### src/design/lcsr_pkg.sv
package lcsr_pkg;

    // sample length of the converter frame
    localparam int LCSR_SAMPLE_BITS = 24;

    // field widths
    localparam int LCSR_RAW_W  = 24;
    localparam int LCSR_TARE_W = 24;
    localparam int LCSR_CPT_W  = 16;
    localparam int LCSR_LB_W   = 18;
    localparam int LCSR_OZ_W   = 5;
    localparam int LCSR_TZ_W   = 4;

    // unit conversion
    localparam int LCSR_TENTHS_PER_OZ = 10;
    localparam int LCSR_OZ_LOG2       = 4;

    // register reset values
    localparam logic [LCSR_TARE_W-1:0] LCSR_TARE_RESET = 24'd8335700;
    localparam logic [LCSR_CPT_W-1:0]  LCSR_CPT_RESET  = 16'd570;

    // register map
    localparam int LCSR_CFG_IDX_W = 1;
    localparam logic [LCSR_CFG_IDX_W-1:0] LCSR_REG_TARE = 1'b0;
    localparam logic [LCSR_CFG_IDX_W-1:0] LCSR_REG_CPT  = 1'b1;

endpackage

### src/design/lcsr_ifs.sv
interface lcsr_tick_if;
    logic valid;
    logic ready;
    logic data_level;

    modport source (output valid, output data_level, input ready);
    modport sink (input valid, input data_level, output ready);
endinterface

interface lcsr_result_if;
    import lcsr_pkg::*;

    logic                         valid;
    logic                         ready;
    logic                         clock_out;
    logic                         sample_done;
    logic [LCSR_RAW_W-1:0]        raw_count;
    logic signed [LCSR_LB_W-1:0]  pounds;
    logic signed [LCSR_OZ_W-1:0]  ounces;
    logic [LCSR_TZ_W-1:0]         tenth_ounces;

    modport source (
        output valid, output clock_out, output sample_done, output raw_count,
        output pounds, output ounces, output tenth_ounces, input ready
    );
    modport sink (
        input valid, input clock_out, input sample_done, input raw_count,
        input pounds, input ounces, input tenth_ounces, output ready
    );
endinterface

### src/design/lcsr_div.sv
module lcsr_div #(
    parameter int WIDTH = lcsr_pkg::LCSR_RAW_W
) (
    input  logic                            clk,
    input  logic                            rst_n,
    input  logic                            start,
    input  logic [WIDTH-1:0]                dividend,
    input  logic [lcsr_pkg::LCSR_CPT_W-1:0] divisor,
    output logic                            busy,
    output logic                            done,
    output logic [WIDTH-1:0]                quotient,
    output logic [lcsr_pkg::LCSR_CPT_W-1:0] remainder
);
    import lcsr_pkg::*;

    localparam int CNT_W = $clog2(WIDTH);

    logic [WIDTH-1:0]      quo_reg, quo_next;
    logic [LCSR_CPT_W-1:0] rem_reg, rem_next;
    logic [LCSR_CPT_W-1:0] dvs_reg, dvs_next;
    logic [CNT_W-1:0]      cnt_reg, cnt_next;
    logic                  busy_reg, busy_next;
    logic                  done_reg, done_next;

    logic [LCSR_CPT_W:0]   partial;
    logic [LCSR_CPT_W:0]   trial;
    logic                  fits;

    // one restoring step: bring down the next dividend bit
    assign partial = {rem_reg, quo_reg[WIDTH-1]};
    assign fits    = partial >= {1'b0, dvs_reg};
    assign trial   = partial - {1'b0, dvs_reg};

    always_comb
    begin
        quo_next  = quo_reg;
        rem_next  = rem_reg;
        dvs_next  = dvs_reg;
        cnt_next  = cnt_reg;
        busy_next = busy_reg;
        done_next = 1'b0;
        if (busy_reg)
        begin
            quo_next = {quo_reg[WIDTH-2:0], fits};
            rem_next = fits ? trial[LCSR_CPT_W-1:0] : partial[LCSR_CPT_W-1:0];
            cnt_next = cnt_reg + 1'b1;
            if (cnt_reg == CNT_W'(WIDTH - 1))
            begin
                busy_next = 1'b0;
                done_next = 1'b1;
            end
        end
        else if (start)
        begin
            quo_next  = dividend;
            rem_next  = '0;
            dvs_next  = divisor;
            cnt_next  = '0;
            busy_next = 1'b1;
        end
    end

    always_ff @(posedge clk or negedge rst_n)
    begin
        if (!rst_n)
        begin
            busy_reg <= 1'b0;
            done_reg <= 1'b0;
            cnt_reg  <= '0;
        end
        else
        begin
            busy_reg <= busy_next;
            done_reg <= done_next;
            cnt_reg  <= cnt_next;
        end
    end

    always_ff @(posedge clk)
    begin
        quo_reg <= quo_next;
        rem_reg <= rem_next;
        dvs_reg <= dvs_next;
    end

    assign busy      = busy_reg;
    assign done      = done_reg;
    assign quotient  = quo_reg;
    assign remainder = rem_reg;

endmodule

### src/design/load_cell_serial_read_and_scale.sv
// Serial reader for a 24-bit bridge converter with weight scaling. Each transfer on
// the tick channel is one tick of the slow serial clock and carries the sampled data
// line level; each tick yields exactly one transfer on the result channel. While the
// data line is high the serial clock stays low; once it falls, SAMPLE_BITS clock
// pulses follow (one tick high, one tick low, data shifted in MSB first on the low
// tick), then one extra pulse whose low tick presents the reading with its top bit
// inverted, converted to pounds, ounces and tenths using tare_offset and
// counts_per_tenth_ounce (truncating signed division, zero divisor taken as 1).
// Timing: an ordinary tick's result sits in the output register the next cycle. The
// conversion tick steps through scale start, scale wait and tenth wait on the shared
// restoring divider (MW = max(SAMPLE_BITS, 24) bits wide), which yields one quotient
// bit per cycle and runs twice: the scale divide and the divide by ten. The tick
// channel is not ready while a conversion runs.
// Configuration writes take effect at once and are meant for idle periods.
module load_cell_serial_read_and_scale #(
    parameter int SAMPLE_BITS = lcsr_pkg::LCSR_SAMPLE_BITS
) (
    input  logic                                clk,
    input  logic                                rst_n,
    input  logic                                cfg_write,
    input  logic [lcsr_pkg::LCSR_CFG_IDX_W-1:0] cfg_index,
    input  logic [lcsr_pkg::LCSR_TARE_W-1:0]    cfg_data,
    lcsr_tick_if.sink                           tick,
    lcsr_result_if.source                       result
);
    import lcsr_pkg::*;

    // magnitude width of the conversion and pulse counter width
    localparam int MW = (SAMPLE_BITS > LCSR_RAW_W) ? SAMPLE_BITS : LCSR_RAW_W;
    localparam int DW = MW + 1;
    localparam int CW = $clog2(SAMPLE_BITS + 1);

    // serial frame phase; the unused code behaves as waiting
    typedef enum logic [1:0] {
        PH_WAIT = 2'd0,
        PH_HIGH = 2'd1,
        PH_LOW  = 2'd2
    } phase_t;

    // conversion sequencer
    typedef enum logic [1:0] {
        S_IDLE        = 2'd0,
        S_SCALE_START = 2'd1,
        S_SCALE_WAIT  = 2'd2,
        S_TENTH_WAIT  = 2'd3
    } state_t;

    // configuration
    logic [LCSR_TARE_W-1:0]      tare_reg, tare_next;
    logic [LCSR_CPT_W-1:0]       cpt_reg, cpt_next;

    // serial frame
    phase_t                      phase_reg, phase_next;
    logic [CW-1:0]               pulse_cnt_reg, pulse_cnt_next;
    logic [SAMPLE_BITS-1:0]      shift_reg, shift_next;

    // conversion
    state_t                      state_reg, state_next;
    logic [MW-1:0]               mag_reg, mag_next;
    logic                        neg_reg, neg_next;

    // output register
    logic                        out_valid_reg, out_valid_next;
    logic                        clock_out_reg, clock_out_next;
    logic                        done_reg, done_next;
    logic [LCSR_RAW_W-1:0]       raw_reg, raw_next;
    logic signed [LCSR_LB_W-1:0] lb_reg, lb_next;
    logic signed [LCSR_OZ_W-1:0] oz_reg, oz_next;
    logic [LCSR_TZ_W-1:0]        tz_reg, tz_next;

    // shared divider
    logic                        div_start;
    logic [MW-1:0]               div_dividend;
    logic [LCSR_CPT_W-1:0]       div_divisor;
    logic                        div_busy;
    logic                        div_done;
    logic [MW-1:0]               div_quotient;
    logic [LCSR_CPT_W-1:0]       div_remainder;

    // reading and difference to tare
    logic                        tick_xfer;
    logic                        out_free;
    logic [SAMPLE_BITS-1:0]      reading;
    logic [MW-1:0]               reading_ext;
    logic [DW-1:0]               diff;
    logic [DW-1:0]               diff_abs;
    logic [LCSR_CPT_W-1:0]       cpt_eff;
    logic [LCSR_LB_W-1:0]        lb_mag;
    logic [LCSR_OZ_W-1:0]        oz_mag;

    // output slot frees when empty or being taken this cycle
    assign out_free   = !out_valid_reg || result.ready;
    assign tick.ready = (state_reg == S_IDLE) && out_free;
    assign tick_xfer  = tick.valid && tick.ready;

    // top bit inverted gives offset binary
    assign reading     = shift_reg ^ {1'b1, {(SAMPLE_BITS-1){1'b0}}};
    assign reading_ext = MW'(reading);
    assign diff        = DW'(reading_ext) - DW'(tare_reg);
    assign diff_abs    = diff[DW-1] ? (~diff + 1'b1) : diff;

    assign cpt_eff = (cpt_reg == '0) ? LCSR_CPT_W'(1) : cpt_reg;

    // ounces total split: low bits are ounces, the rest whole pounds
    assign lb_mag = div_quotient[LCSR_OZ_LOG2 +: LCSR_LB_W];
    assign oz_mag = LCSR_OZ_W'(div_quotient[LCSR_OZ_LOG2-1:0]);

    // first run: magnitude / counts, second run: tenths / 10
    assign div_start    = (state_reg == S_SCALE_START)
                       || ((state_reg == S_SCALE_WAIT) && div_done);
    assign div_dividend = (state_reg == S_SCALE_START) ? mag_reg : div_quotient;
    assign div_divisor  = (state_reg == S_SCALE_START) ? cpt_eff
                                                       : LCSR_CPT_W'(LCSR_TENTHS_PER_OZ);

    lcsr_div #(
        .WIDTH (MW)
    ) u_div (
        .clk       (clk),
        .rst_n     (rst_n),
        .start     (div_start),
        .dividend  (div_dividend),
        .divisor   (div_divisor),
        .busy      (div_busy),
        .done      (div_done),
        .quotient  (div_quotient),
        .remainder (div_remainder)
    );

    always_comb
    begin
        tare_next      = tare_reg;
        cpt_next       = cpt_reg;
        phase_next     = phase_reg;
        pulse_cnt_next = pulse_cnt_reg;
        shift_next     = shift_reg;
        state_next     = state_reg;
        mag_next       = mag_reg;
        neg_next       = neg_reg;
        out_valid_next = out_valid_reg && !result.ready;
        clock_out_next = clock_out_reg;
        done_next      = done_reg;
        raw_next       = raw_reg;
        lb_next        = lb_reg;
        oz_next        = oz_reg;
        tz_next        = tz_reg;

        // register writes
        if (cfg_write)
        begin
            case (cfg_index)
                LCSR_REG_TARE: tare_next = cfg_data;
                LCSR_REG_CPT:  cpt_next  = cfg_data[LCSR_CPT_W-1:0];
                default: ;
            endcase
        end

        case (state_reg)
            S_IDLE:
            begin
                if (tick_xfer)
                begin
                    // ordinary tick result unless the conversion starts below
                    out_valid_next = 1'b1;
                    clock_out_next = 1'b0;
                    done_next      = 1'b0;
                    raw_next       = '0;
                    lb_next        = '0;
                    oz_next        = '0;
                    tz_next        = '0;
                    case (phase_reg)
                        PH_HIGH:
                        begin
                            clock_out_next = 1'b1;
                            phase_next     = PH_LOW;
                        end
                        PH_LOW:
                        begin
                            if (pulse_cnt_reg < CW'(SAMPLE_BITS))
                            begin
                                shift_next     = {shift_reg[SAMPLE_BITS-2:0], tick.data_level};
                                pulse_cnt_next = pulse_cnt_reg + 1'b1;
                                phase_next     = PH_HIGH;
                            end
                            else
                            begin
                                // extra pulse low tick: run the conversion
                                out_valid_next = 1'b0;
                                raw_next       = reading_ext[LCSR_RAW_W-1:0];
                                mag_next       = diff_abs[MW-1:0];
                                neg_next       = diff[DW-1];
                                state_next     = S_SCALE_START;
                                phase_next     = PH_WAIT;
                                pulse_cnt_next = '0;
                                shift_next     = '0;
                            end
                        end
                        default:
                        begin
                            phase_next = PH_WAIT;
                            if (!tick.data_level)
                            begin
                                phase_next     = PH_HIGH;
                                pulse_cnt_next = '0;
                                shift_next     = '0;
                            end
                        end
                    endcase
                end
            end
            S_SCALE_START:
            begin
                state_next = S_SCALE_WAIT;
            end
            S_SCALE_WAIT:
            begin
                if (div_done)
                begin
                    state_next = S_TENTH_WAIT;
                end
            end
            S_TENTH_WAIT:
            begin
                if (div_done)
                begin
                    // pounds and ounces carry the sign of the difference; tenths stay a magnitude
                    out_valid_next = 1'b1;
                    clock_out_next = 1'b0;
                    done_next      = 1'b1;
                    lb_next        = neg_reg ? -$signed(lb_mag) : $signed(lb_mag);
                    oz_next        = neg_reg ? -$signed(oz_mag) : $signed(oz_mag);
                    tz_next        = div_remainder[LCSR_TZ_W-1:0];
                    state_next     = S_IDLE;
                end
            end
            default:
            begin
                state_next = S_IDLE;
            end
        endcase
    end

    always_ff @(posedge clk or negedge rst_n)
    begin
        if (!rst_n)
        begin
            tare_reg      <= LCSR_TARE_RESET;
            cpt_reg       <= LCSR_CPT_RESET;
            phase_reg     <= PH_WAIT;
            pulse_cnt_reg <= '0;
            shift_reg     <= '0;
            state_reg     <= S_IDLE;
            mag_reg       <= '0;
            neg_reg       <= 1'b0;
            out_valid_reg <= 1'b0;
            clock_out_reg <= 1'b0;
            done_reg      <= 1'b0;
            raw_reg       <= '0;
            lb_reg        <= '0;
            oz_reg        <= '0;
            tz_reg        <= '0;
        end
        else
        begin
            tare_reg      <= tare_next;
            cpt_reg       <= cpt_next;
            phase_reg     <= phase_next;
            pulse_cnt_reg <= pulse_cnt_next;
            shift_reg     <= shift_next;
            state_reg     <= state_next;
            mag_reg       <= mag_next;
            neg_reg       <= neg_next;
            out_valid_reg <= out_valid_next;
            clock_out_reg <= clock_out_next;
            done_reg      <= done_next;
            raw_reg       <= raw_next;
            lb_reg        <= lb_next;
            oz_reg        <= oz_next;
            tz_reg        <= tz_next;
        end
    end

    assign result.valid        = out_valid_reg;
    assign result.clock_out    = clock_out_reg;
    assign result.sample_done  = done_reg;
    assign result.raw_count    = raw_reg;
    assign result.pounds       = lb_reg;
    assign result.ounces       = oz_reg;
    assign result.tenth_ounces = tz_reg;

    // no tick is taken while a conversion is in flight
    assert property (@(posedge clk) disable iff (!rst_n)
        (state_reg != S_IDLE) |-> !tick.ready)
    else $error("tick ready during conversion");

    // divider finishes only while the sequencer waits for it
    assert property (@(posedge clk) disable iff (!rst_n)
        div_done |-> ((state_reg == S_SCALE_WAIT) || (state_reg == S_TENTH_WAIT)))
    else $error("divider done outside a wait state");

    // divider never gets a start while busy
    assert property (@(posedge clk) disable iff (!rst_n)
        div_start |-> !div_busy)
    else $error("divider started while busy");

    // a finished reading is presented on a low clock with tenths below ten
    assert property (@(posedge clk) disable iff (!rst_n)
        (result.valid && result.sample_done) |->
            (!result.clock_out && (result.tenth_ounces < LCSR_TZ_W'(LCSR_TENTHS_PER_OZ))))
    else $error("bad finished reading");

    // ounces and pounds never disagree in sign
    assert property (@(posedge clk) disable iff (!rst_n)
        (result.valid && result.sample_done && (result.ounces != '0) && (result.pounds != '0))
            |-> (result.ounces[LCSR_OZ_W-1] == result.pounds[LCSR_LB_W-1]))
    else $error("sign mismatch in result");

endmodule
### src/flat_wrapper.sv
// flat-port wrapper written by rule: the top's interface ports become plain ports
module load_cell_serial_read_and_scale_flat import lcsr_pkg::*;
#(
    parameter int SAMPLE_BITS = lcsr_pkg::LCSR_SAMPLE_BITS
)
  (clk, rst_n, cfg_write, cfg_index, cfg_data, tick_valid, tick_data_level, tick_ready, result_valid, result_clock_out, result_sample_done, result_raw_count, result_pounds, result_ounces, result_tenth_ounces, result_ready);
  lcsr_tick_if tick_i ();
  lcsr_result_if result_i ();
  input  logic clk;
  input  logic rst_n;
  input  logic cfg_write;
  input  logic [lcsr_pkg::LCSR_CFG_IDX_W-1:0] cfg_index;
  input  logic [lcsr_pkg::LCSR_TARE_W-1:0] cfg_data;
  input wire logic [$bits(tick_i.valid)-1:0] tick_valid;
  input wire logic [$bits(tick_i.data_level)-1:0] tick_data_level;
  output wire logic [$bits(tick_i.ready)-1:0] tick_ready;
  output wire logic [$bits(result_i.valid)-1:0] result_valid;
  output wire logic [$bits(result_i.clock_out)-1:0] result_clock_out;
  output wire logic [$bits(result_i.sample_done)-1:0] result_sample_done;
  output wire logic [$bits(result_i.raw_count)-1:0] result_raw_count;
  output wire logic [$bits(result_i.pounds)-1:0] result_pounds;
  output wire logic [$bits(result_i.ounces)-1:0] result_ounces;
  output wire logic [$bits(result_i.tenth_ounces)-1:0] result_tenth_ounces;
  input wire logic [$bits(result_i.ready)-1:0] result_ready;
  assign tick_i.valid = tick_valid;
  assign tick_i.data_level = tick_data_level;
  assign tick_ready = tick_i.ready;
  assign result_valid = result_i.valid;
  assign result_clock_out = result_i.clock_out;
  assign result_sample_done = result_i.sample_done;
  assign result_raw_count = result_i.raw_count;
  assign result_pounds = result_i.pounds;
  assign result_ounces = result_i.ounces;
  assign result_tenth_ounces = result_i.tenth_ounces;
  assign result_i.ready = result_ready;
  load_cell_serial_read_and_scale #(.SAMPLE_BITS(SAMPLE_BITS)) u_core (.clk(clk), .rst_n(rst_n), .cfg_write(cfg_write), .cfg_index(cfg_index), .cfg_data(cfg_data), .tick(tick_i), .result(result_i));
endmodule
### config.mk
export PLATFORM = sky130hd
export DESIGN_NAME = load_cell_serial_read_and_scale_flat
export DESIGN_NICKNAME = d
export VERILOG_FILES = /design/src/design/lcsr_pkg.sv /design/src/design/lcsr_ifs.sv /design/src/design/lcsr_div.sv /design/src/design/load_cell_serial_read_and_scale.sv /design/src/flat_wrapper.sv
export SDC_FILE = /design/constraint.sdc
export NUM_CORES = 1
export LEC_CHECK = 0
export BUFFER_PORTS_ARGS = -buffer_cell sky130_fd_sc_hd__buf_2
export CAP_MARGIN = 10
export CELL_PAD_IN_SITES_DETAIL_PLACEMENT = 2
export CELL_PAD_IN_SITES_GLOBAL_PLACEMENT = 2
export CORE_ASPECT_RATIO = 1.1
export CORE_MARGIN = 2
export CORE_UTILIZATION = 40
export DETAILED_ROUTE_END_ITERATION = 8
export GPL_TIMING_DRIVEN = 0
export PLACE_DENSITY_LB_ADDON = 0.1
export SKIP_LAST_GASP = 1
export SYNTH_ARGS = -nofsm -noshare
export SYNTH_HDL_FRONTEND = slang
export SYNTH_SLANG_ARGS = --single-unit
export TNS_END_PERCENT = 10
### constraint.sdc
create_clock -name clk -period 5 [get_ports clk]
set_clock_uncertainty 0.05 [all_clocks]
set_input_delay 0.25 -clock clk [delete_from_list [all_inputs] [get_ports clk]]
set_output_delay 0.25 -clock clk [all_outputs]
set_load 0.005 [all_outputs]
==> results.sh, run 1 <==
export IMPL_status="complete, no violations"
export IMPL_grt_use_total=0.2427
export IMPL_final_net_count=1419
export IMPL_cts_clk_slew_worst_paths_ps=60
export IMPL_critical_path_class="flop to flop"
export IMPL_gp_congestion=0.8255
export IMPL_rsz0062_at_grt="no"
export IMPL_core_region_area_um2=29400
export IMPL_grt_max_degree=119
export IMPL_number_of_enable_flip_flop_cells_after_synthesis=56
export IMPL_detail_placement_hpwl_um=27370
export IMPL_number_of_global_route_vias_before_repair=10580
export IMPL_vias=9599
export IMPL_clock_insertion_delay_worst_skew_ps=520
export IMPL_irDropWorstVdd_mv=0.2234
export IMPL_leftover_overflow_at_the_end_of_global_routing=0
export IMPL_wl_per_cell_um=21.62
export IMPL_category_of_the_worst_setup_path_capture_point="flop"
export IMPL_die_w_um=168.5
export IMPL_cts_inserted_buffers=25
export IMPL_cpPeakStageDelay_ps=570
export IMPL_antenna_cells=0
export IMPL_initial_core_utilization=0.4050
export IMPL_setup_tns_ps=0
export IMPL_count_of_boundary_i_o_pins=86
export IMPL_ys_ff_latch=215
export IMPL_post_synth_main_area_contributors="sky130_fd_sc_hd__dfrtp_1, sky130_fd_sc_hd__edfxtp_1, sky130_fd_sc_hd__o21ai_0"
export IMPL_cts_max_level=1
export IMPL_synth_top_cells_by_count="sky130_fd_sc_hd__nand2_1, sky130_fd_sc_hd__dfrtp_1, sky130_fd_sc_hd__o21ai_0"
export IMPL_pwr_share_seq=0.432
export IMPL_p_leak_uw=0.006214
export IMPL_timing_max_cap_violations=0
export IMPL_post_synth_cell_area_avg_um2=9.964
export IMPL_p_int_uw=3175
export IMPL_drt_antenna_violating_nets=0
export IMPL_synth_top_cell_by_area="sky130_fd_sc_hd__dfrtp_1"
export IMPL_cp_slowest_cell="sky130_fd_sc_hd__a2111oi_4"
export IMPL_final_instance_count_excl_fill=1727
export IMPL_numClockSinks=215
export IMPL_syn_to_final_growth_pct=16.68
export IMPL_cts_root_cell="sky130_fd_sc_hd__clkbuf_16"
export IMPL_timing_final_crit_period_ps=4096
export IMPL_post_route_cells_drive_above_1_share=0.1559
export IMPL_first_pass_iters=4
export IMPL_maxClockFrequency_mhz=244.1
export IMPL_synth_fp_nets=1279
export IMPL_portBuffers=85
export IMPL_timing_hold_violations_final=0
export IMPL_netlist_instances=1195
export IMPL_most_numerous_cell_in_the_yosys_netlist="sky130_fd_sc_hd__nand2_1"
export IMPL_cts_tree="yes"
export IMPL_min_period_over_period=0.8193
export IMPL_fp_dieH_um=185.0
export IMPL_row_count=66
export IMPL_synth_top_flop_cell="sky130_fd_sc_hd__dfrtp_1"
export IMPL_dp_worst_setup_slack_ps=937.4
export IMPL_postCtsResizedCells=0
export IMPL_worst_slew_pin_slew_ps=943.0
export IMPL_power_frac_clock=0.395
export IMPL_seq_area_frac_synth=0.4773
export IMPL_critical_path_n_buffers_inverters=1
export IMPL_slew_headroom=0.3713
export IMPL_power_combinational_fraction=0.173
export IMPL_netSwitchingPower_uw=1296
export IMPL_hold_path_class="input port to flop"
export IMPL_fill_cells=3114
export IMPL_detail_route_drc_violations=0
export IMPL_yosys_area_top_type_share=0.2963
export IMPL_crit_path_cells="inv_1, ha_1, fa_1, nor2b_1, o2111a_1, o21a_1, a31oi_1, a2111oi_4, nand4_4, nor4_4, mux2_1, a221o_1"
export IMPL_floorplan_die_area_um2=31160
export IMPL_synth_async_sr_flop_share=0.7395
export IMPL_arrival_ps=4430
export IMPL_initial_drt_markers=305
export IMPL_post_drt_via_cell_ratio=5.558
export IMPL_placed_cells=1655
export IMPL_setup_slack_ps=903.6
export IMPL_netSwitchingFraction=0.2898
export IMPL_syn_cell_area_um2=11910
export IMPL_wl_um=37340
export IMPL_grt_antenna_before_repair=1
export IMPL_setup_violations_final=0
export IMPL_worst_path_dominant_cell_family="compound AO/OA/AOI/OAI gates"
export IMPL_largest_fanout_on_the_critical_path=5
export IMPL_startpoint_class="flop"
export IMPL_cts_path_max_buffers=3
export IMPL_worst_ep_required_time_ps=5340
export IMPL_synthesis_yosys_warnings=0
export IMPL_powerDensity_nw_per_um2=321.8
export IMPL_yosysUniqueCellTypes=79
export IMPL_slew_viol_final=0
export IMPL_grt_pass1_wl_um=59730
cells by family after synthesis:
| group | share of synthesized area |
|---|---|
| adder cells (fa/ha/maj) | 0.05696 |
| AND/OR/NAND/NOR | 0.1480 |
| AO/OA/AOI/OAI | 0.1772 |
| flip-flops | 0.4773 |
| multiplexers | 0.05591 |
| XOR/XNOR | 0.04487 |
| buffers and inverters | 0.03983 |
path summary, 6_finish.rpt:
kind	startpoint	to	slack, ps	depth (start not counted)
hold / removal	result_ready	u_core.result.valid	140	3
setup / recovery	u_core.shift_reg[0]	u_core.mag_reg[21]	900	12
hold reg to reg	u_core.result.pounds[17]	u_core.result.pounds[17]	420	2
min in group asynchronous	rst_n	u_core.result.pounds[15]	170	2
setup reg to reg	u_core.shift_reg[0]	u_core.mag_reg[21]	900	12
max in group asynchronous	rst_n	u_core.cpt_reg[10]	3760	3
power by group through the flow:
stage | registers [µW] | logic, µW | clock network [µW]
after CTS | 1930 | 777 | 1800
after floorplan | 1940 | 493 | 0
after global placement | 1960 | 716 | 0
after detailed placement | 1960 | 749 | 0
final | 1930 | 771 | 1770
after global routing | 1940 | 861 | 1880
layout by cell type (no fill, tap or decap), drive strengths merged, types with 5 or more instances in the layout:
cell type / netlist / routed
a211oi: 6 / 6
a21o: 10 / 10
a21oi: 36 / 36
a22o: 26 / 26
a31oi: 10 / 10
and2: 8 / 8
and3: 18 / 18
buf: 13 / 99
clkbuf: 40 / 74
clkinv: 0 / 8
dfrtp: 141 / 141
dfstp: 18 / 18
dlygate4sd3: 0 / 27
edfxtp: 56 / 56
ha: 51 / 51
inv: 69 / 70
mux2: 44 / 44
mux2i: 17 / 17
nand2: 167 / 167
nand2b: 10 / 10
nand3: 20 / 20
nand4: 14 / 14
nor2: 57 / 57
nor2b: 25 / 25
nor3: 9 / 9
nor4: 11 / 11
o211a: 5 / 5
o211ai: 6 / 6
o21a: 13 / 13
o21ai: 139 / 139
o31ai: 15 / 15
or3: 7 / 7
or4: 6 / 6
xnor2: 32 / 32
xor2: 29 / 29
layer usage:
| layer | wire [µm] | GRT usage |
|---|---|---|
| met5 | 0 | 0 |
| met1 | 16010 | 0.3014 |
| met4 | 802 | 0.05966 |
| met2 | 19620 | 0.4558 |
| met3 | 918 | 0.02009 |
tightest hold or removal path: stages:
cell	delay [ps]
sky130_fd_sc_hd__buf_2	80
sky130_fd_sc_hd__nand2b_1	210
sky130_fd_sc_hd__a22oi_1	120
stage by stage:
stage | cell area [µm²] | utilization | power [µW] | hold slack (ps)
3_3_place_gp | 12800 | 0.4354 | 2673 | 404.4
5_1_grt | 13890 | 0.4725 | 4686 | 185.3
3_5_place_dp | 12840 | 0.4367 | 2713 | 114.3
2_1_floorplan | 11910 | - | 2431 | -95.59
6_report | 13890 | 0.4725 | 4471 | 142.0
4_1_cts | 13890 | 0.4725 | 4512 | 126.4
area by class of cell:
cell class / instances / area [µm²] / share of cell area
multi-input combinational: 858 / 5749 / 0.4139
sequential: 215 / 5683 / 0.4091
timing repair buffer: 113 / 733.2 / 0.05278
clock buffer: 34 / 700.7 / 0.05044
tap: 374 / 467.9 / 0.03368
inverter: 69 / 259.0 / 0.01864
buffer: 53 / 215.2 / 0.01549
clock inverter: 11 / 83.83 / 0.006034
timing repair:
action                                 4_1_cts  5_1_grt
buffers inserted                             0        0
hold buffers                                27        0
endpoints found under the hold margin       83        0
No activity file was read; power rests on OpenSTA's default activity.
==> run 2: changes to the inputs <==
==> constraint.sdc (replaced) <==
create_clock -name clk -period 4 [get_ports clk]
set_clock_uncertainty 0.05 [all_clocks]
set_input_delay 0.2 -clock clk [delete_from_list [all_inputs] [get_ports clk]]
set_output_delay 0.2 -clock clk [all_outputs]
set_load 0.005 [all_outputs]
==> run 2 against run 1 <==
Net effect:
- register-to-register slack worse by 760 ps
- critical path depth decreased by 1
- power rose by 25%
- routed wire length is 0.43% higher
- clock power up 25%
- sequential share of layout area fell by 0.17 points
- die area did not move
- via count rose by 0.58%
- combinational power increased by 26%
- cell area increased by 0.41%
==> results.sh, run 2 (synthesis gave the netlist of run 1 again) <==
export IMPL_timing_final_crit_period_ps=3852
export IMPL_slew_viol_final=0
export IMPL_gp_congestion=0.8255
export IMPL_portBuffers=85
export IMPL_setup_tns_ps=0
export IMPL_status="complete, no violations"
export IMPL_initial_drt_markers=326
export IMPL_timing_hold_violations_final=0
export IMPL_detail_placement_hpwl_um=27370
export IMPL_hold_ws_ps=90.21
export IMPL_clock_insertion_delay_worst_skew_ps=520
export IMPL_count_of_boundary_i_o_pins=86
export IMPL_setup_violations_final=0
export IMPL_timing_max_cap_violations=0
export IMPL_first_pass_iters=4
export IMPL_multi_input_area_um2=5796
export IMPL_cts_clk_slew_worst_paths_ps=60
export IMPL_grt_pass1_wl_um=59710
export IMPL_post_drt_via_cell_ratio=5.587
export IMPL_initial_core_utilization=0.4050
export IMPL_number_of_global_route_vias_before_repair=10580
export IMPL_grt_max_degree=119
export IMPL_cts_tree="yes"
export IMPL_most_common_layout_cells="sky130_fd_sc_hd__nand2_1, sky130_fd_sc_hd__dfrtp_1, sky130_fd_sc_hd__o21ai_0"
export IMPL_fill_cells=3100
export IMPL_arrival_ps=4190
export IMPL_wl_um=37500
export IMPL_register_area_um2=5683
export IMPL_detail_route_drc_violations=0
export IMPL_fp_dieH_um=185.0
export IMPL_row_count=66
export IMPL_min_period_over_period=0.9631
export IMPL_powerDensity_nw_per_um2=401.8
export IMPL_worst_ep_required_time_ps=4340
export IMPL_worst_slew_pin_slew_ps=962.7
export IMPL_post_route_cells_drive_above_1_share=0.1640
export IMPL_final_net_count=1420
export IMPL_final_common_cell="sky130_fd_sc_hd__nand2_1"
export IMPL_grt_antenna_before_repair=1
export IMPL_category_of_the_worst_setup_path_capture_point="flop"
export IMPL_grt_use_total=0.2426
export IMPL_syn_to_final_growth_pct=17.16
export IMPL_die_w_um=168.5
export IMPL_cts_root_cell="sky130_fd_sc_hd__clkbuf_16"
export IMPL_startpoint_class="flop"
export IMPL_antenna_cells=0
export IMPL_cts_path_max_buffers=3
export IMPL_cts_max_level=1
export IMPL_hold_path_class="input port to flop"
export IMPL_vias=9655
export IMPL_drt_antenna_violating_nets=0
export IMPL_rsz0062_at_grt="yes"
export IMPL_maxClockFrequency_mhz=259.6
export IMPL_numClockSinks=215
export IMPL_wl_per_cell_um=21.70
export IMPL_largest_fanout_on_the_critical_path=4
export IMPL_floorplan_die_area_um2=31160
export IMPL_core_region_area_um2=29400
export IMPL_irDropWorstVdd_mv=0.2794
export IMPL_critical_path_class="flop to flop"
export IMPL_leftover_overflow_at_the_end_of_global_routing=0
export IMPL_p_leak_uw=0.006230
export IMPL_cts_inserted_buffers=25
export IMPL_slew_headroom=0.3582
==> run 2: cell count changes in the layout (fill, tap and decap cells not counted), sizes merged <==
cell	delta
clkbuf	-1
buf	+2
==> run 2: critical path: stages, from the launching register on <==
cell and delay, ps:
sky130_fd_sc_hd__dfrtp_1 450, sky130_fd_sc_hd__inv_1 190, sky130_fd_sc_hd__fa_1 510, sky130_fd_sc_hd__nor2b_2 190, sky130_fd_sc_hd__o31a_1 280, sky130_fd_sc_hd__o22ai_2 190
sky130_fd_sc_hd__xnor2_1 240, sky130_fd_sc_hd__a211oi_2 380, sky130_fd_sc_hd__nand4_1 220, sky130_fd_sc_hd__nor4_4 410, sky130_fd_sc_hd__mux2_1 360, sky130_fd_sc_hd__a221o_1 260
==> run 2: final timing paths <==
check	from	endpoint	slack (ps)	depth (start not counted)
min reg2reg	u_core.result.pounds[17]	u_core.result.pounds[17]	420	2
max in group asynchronous	rst_n	u_core.cpt_reg[10]	2810	3
max	u_core.shift_reg[1]	u_core.mag_reg[21]	150	11
min in group asynchronous	rst_n	u_core.result.pounds[15]	120	2
min	result_ready	u_core.result.valid	90	3
max reg2reg	u_core.shift_reg[1]	u_core.mag_reg[21]	150	11
==> run 2: what timing repair did <==
item / CTS / global route
pin swaps: 1 / 2
gates resized for setup: 0 / 9
hold buffers: 27 / 0
setup endpoints to repair: 4 / 12
endpoints found under the hold margin: 84 / 0
buffers inserted: 1 / 1
==> run 2: cell type report <==
cell class	instances	area share
Sequential cell	215	0.4074
Buffer	52	0.01516
Clock inverter	11	0.006010
Clock buffer	34	0.05023
Multi-Input combinational cell	858	0.4155
Timing Repair Buffer	115	0.05364
Inverter	69	0.01857
Tap cell	374	0.03355
==> run 2: stage by stage <==
step	cells	worst slack [ps]	power [µW]	utilization	instance area, µm²
final	1728	147.6	5604	0.4745	13950
after global routing	1728	-24.93	5866	0.4745	13950
after CTS	1727	-11.75	5641	0.4727	13900
after detailed placement	1655	-62.57	3391	0.4367	12840
after global placement	1654	25.91	3341	0.4354	12800
after floorplan	1195	549.3	3039	-	11910
==> run 2: report_power, final <==
group / switching, µW / internal [µW] / total, µW
registers: 69.7 / 2350 / 2420
logic: 641 / 334 / 975
clock network: 922 / 1290 / 2210
total: 1630 / 3970 / 5600
==> run 2: metal layers <==
metal | vias to the layer above | GRT usage | share of wire
li1 | 4557 | - | -
met1 | 4924 | 0.3012 | 0.43
met2 | 132 | 0.4558 | 0.53
met3 | 42 | 0.02009 | 0.021
met4 | 0 | 0.05966 | 0.021
met5 | - | 0 | 0
==> run 3: changes to the inputs <==
--- a/config.mk
+++ b/config.mk
@@ -15,6 +15,7 @@
 export DETAILED_ROUTE_END_ITERATION = 8
 export GPL_TIMING_DRIVEN = 0
 export PLACE_DENSITY_LB_ADDON = 0.1
+export RECOVER_POWER = 100
 export SKIP_LAST_GASP = 1
 export SYNTH_ARGS = -nofsm -noshare
 export SYNTH_HDL_FRONTEND = slang
==> run 3 against run 2 <==
Net effect:
- the run now ends with capacitance limit, slew limit left
- clock power about the same
- cell count unchanged
- combinational power shrank 0.7%
==> results.sh, run 3 (synthesis gave the netlist of run 1 again) <==
export IMPL_status="complete, but fails checks"
export IMPL_violations_in_the_final_reports="capacitance limit, slew limit"
export IMPL_initial_core_utilization=0.4050
export IMPL_drt_antenna_violating_nets=0
export IMPL_floorplan_die_area_um2=31160
export IMPL_post_route_cells_drive_above_1_share=0.1366
export IMPL_cts_max_level=1
export IMPL_cts_path_max_buffers=3
export IMPL_startpoint_class="flop"
export IMPL_critical_path_class="flop to flop"
export IMPL_reg2regPathDepth=11
export IMPL_fin_total_pwr_uw=5596
export IMPL_cts_clk_slew_worst_paths_ps=60
export IMPL_wl_per_cell_um=21.68
export IMPL_irDropWorstVdd_mv=0.2804
export IMPL_die_w_um=168.5
export IMPL_cp_slowest_cell="sky130_fd_sc_hd__fa_1"
export IMPL_count_of_boundary_i_o_pins=86
export IMPL_hold_path_startpoint="result_ready"
export IMPL_setup_slack_ps=141.9
export IMPL_final_instance_count_excl_fill=1728
export IMPL_final_common_cell="sky130_fd_sc_hd__nand2_1"
export IMPL_syn_to_final_growth_pct=16.80
export IMPL_largest_fanout_on_the_critical_path=4
export IMPL_r2r_start="u_core.shift_reg[1]"
export IMPL_gp_congestion=0.8255
export IMPL_detail_placement_hpwl_um=27370
export IMPL_initial_drt_markers=303
export IMPL_worst_ep_required_time_ps=4340
export IMPL_wl_um=37470
export IMPL_placed_cells=1655
export IMPL_clock_insertion_delay_worst_skew_ps=520
export IMPL_cpPeakStageDelay_ps=510
export IMPL_grt_use_total=0.2426
export IMPL_worst_slew_pin_slew_ps=2470
export IMPL_min_period_over_period=0.9645
export IMPL_fp_dieH_um=185.0
export IMPL_dp_worst_setup_slack_ps=-62.57
export IMPL_cts_tree="yes"
export IMPL_core_region_area_um2=29400
export IMPL_hold_path_class="input port to flop"
export IMPL_row_count=66
export IMPL_setup_reg_to_reg_worst_slack_ps=140
export IMPL_detail_route_drc_violations=0
export IMPL_maxClockFrequency_mhz=259.2
export IMPL_powerDensity_nw_per_um2=402.4
export IMPL_whs_endpoint="u_core.result.valid"
export IMPL_post_drt_via_cell_ratio=5.579
export IMPL_p_leak_uw=0.006115
export IMPL_antenna_cells=0
export IMPL_grt_antenna_before_repair=1
export IMPL_rsz0062_at_grt="yes"
export IMPL_timing_max_cap_violations=1
export IMPL_hold_path_cell_count=3
export IMPL_cts_root_cell="sky130_fd_sc_hd__clkbuf_16"
export IMPL_timing_hold_violations_final=0
export IMPL_cts_inserted_buffers=25
export IMPL_leftover_overflow_at_the_end_of_global_routing=0
export IMPL_slew_viol_final=42
export IMPL_arrival_ps=4200
export IMPL_crit_path_cells="inv_1, fa_1, nor2b_2, o31a_1, o22ai_2, xnor2_1, a211oi_2, nand4_1, nor4_4, mux2_1, a221o_1"
export IMPL_setup_violations_final=0
export IMPL_most_common_layout_cells="sky130_fd_sc_hd__nand2_1, sky130_fd_sc_hd__dfrtp_1, sky130_fd_sc_hd__o21ai_0"
export IMPL_number_of_global_route_vias_before_repair=10580
export IMPL_slew_headroom=-0.6468
export IMPL_portBuffers=85
export IMPL_first_pass_iters=4
export IMPL_grt_pass1_wl_um=59710
export IMPL_grt_max_degree=119
export IMPL_final_net_count=1420
export IMPL_numClockSinks=215
export IMPL_category_of_the_worst_setup_path_capture_point="flop"
export IMPL_timing_final_crit_period_ps=3858
export IMPL_hold_ws_ps=89.92
export IMPL_vias=9640
export IMPL_timing_rr_end="u_core.mag_reg[21]"
run 3: cell types whose count changed in the layout (fill, tap and decap cells not counted), moves of 2 or more:
| cell | delta |
|---|---|
| sky130_fd_sc_hd__o21ai_1 | -2 |
| sky130_fd_sc_hd__dfstp_2 | -3 |
| sky130_fd_sc_hd__and2_1 | -2 |
| sky130_fd_sc_hd__clkbuf_1 | +27 |
| sky130_fd_sc_hd__dfstp_1 | +3 |
| sky130_fd_sc_hd__and2_0 | +2 |
| sky130_fd_sc_hd__buf_2 | -25 |
| sky130_fd_sc_hd__mux2_1 | +7 |
| sky130_fd_sc_hd__o21ai_0 | +2 |
| sky130_fd_sc_hd__mux2_2 | -7 |
run 3: metal layers:
metal  routed length [µm]  global-route usage
met1                16210              0.3012
met2                19710              0.4558
met3                  754             0.02009
met4                  792             0.05966
met5                    0                   0
run 3: worst max-delay path by stage:
stage,startpoint,end,slack [ps],cells after the start
floorplan,u_core.shift_reg[0],u_core.mag_reg[21],550,12
global placement,u_core.shift_reg[0],u_core.mag_reg[21],30,12
detailed placement,u_core.shift_reg[1],u_core.mag_reg[21],-60,11
CTS,u_core.tare_reg[8],u_core.mag_reg[21],-10,11
global route,u_core.shift_reg[0],u_core.mag_reg[21],-20,12
finish,u_core.shift_reg[1],u_core.mag_reg[21],140,11
run 3: layout make-up:
| class | instances | area (µm²) |
|---|---|---|
| Tap cell | 374 | 467.9 |
| Multi-Input combinational cell | 858 | 5796 |
| Clock buffer | 34 | 700.7 |
| Timing Repair Buffer | 115 | 705.7 |
| Sequential cell | 215 | 5683 |
| Clock inverter | 11 | 83.83 |
| Fill cell | 3112 | 15490 |
| Buffer | 52 | 211.5 |
| Inverter | 69 | 259.0 |
run 3: worst max-delay path: cells and delay by family, from the launching register on:
family | cells | cell delay, ps
AOI/OAI and AO/OA | 4 | 1100
xor gates and xnor gates | 1 | 240
adders and majority gates | 1 | 510
buffers and inverters | 1 | 200
DFF | 1 | 450
muxes | 1 | 360
and+or+nand+nor | 3 | 820
run 3: metrics by stage:
| stage | cell area (µm²) | utilization | TNS [ps] |
|---|---|---|---|
| detailed placement | 12840 | 0.4367 | -133.3 |
| floorplan | 11910 | - | 0 |
| global placement | 12800 | 0.4354 | 0 |
| CTS | 13900 | 0.4727 | -15.66 |
| global route | 13910 | 0.4731 | -46.48 |
| finish | 13910 | 0.4731 | 0 |
run 3: repair_timing:
| item | 4_1_cts | 5_1_grt |
|---|---|---|
| setup buffers | 1 | 1 |
| endpoints found under the setup margin | 4 | 12 |
| resized for setup | 0 | 9 |
| hold endpoints to repair | 84 | 0 |
| hold buffers | 27 | 0 |
| pin swaps | 1 | 2 |
run 3: where the power goes:
group / switching [µW] / internal (µW) / total, µW
Clock: 921 / 1290 / 2210
Sequential: 70.3 / 2350 / 2420
Combinational: 638 / 329 / 968
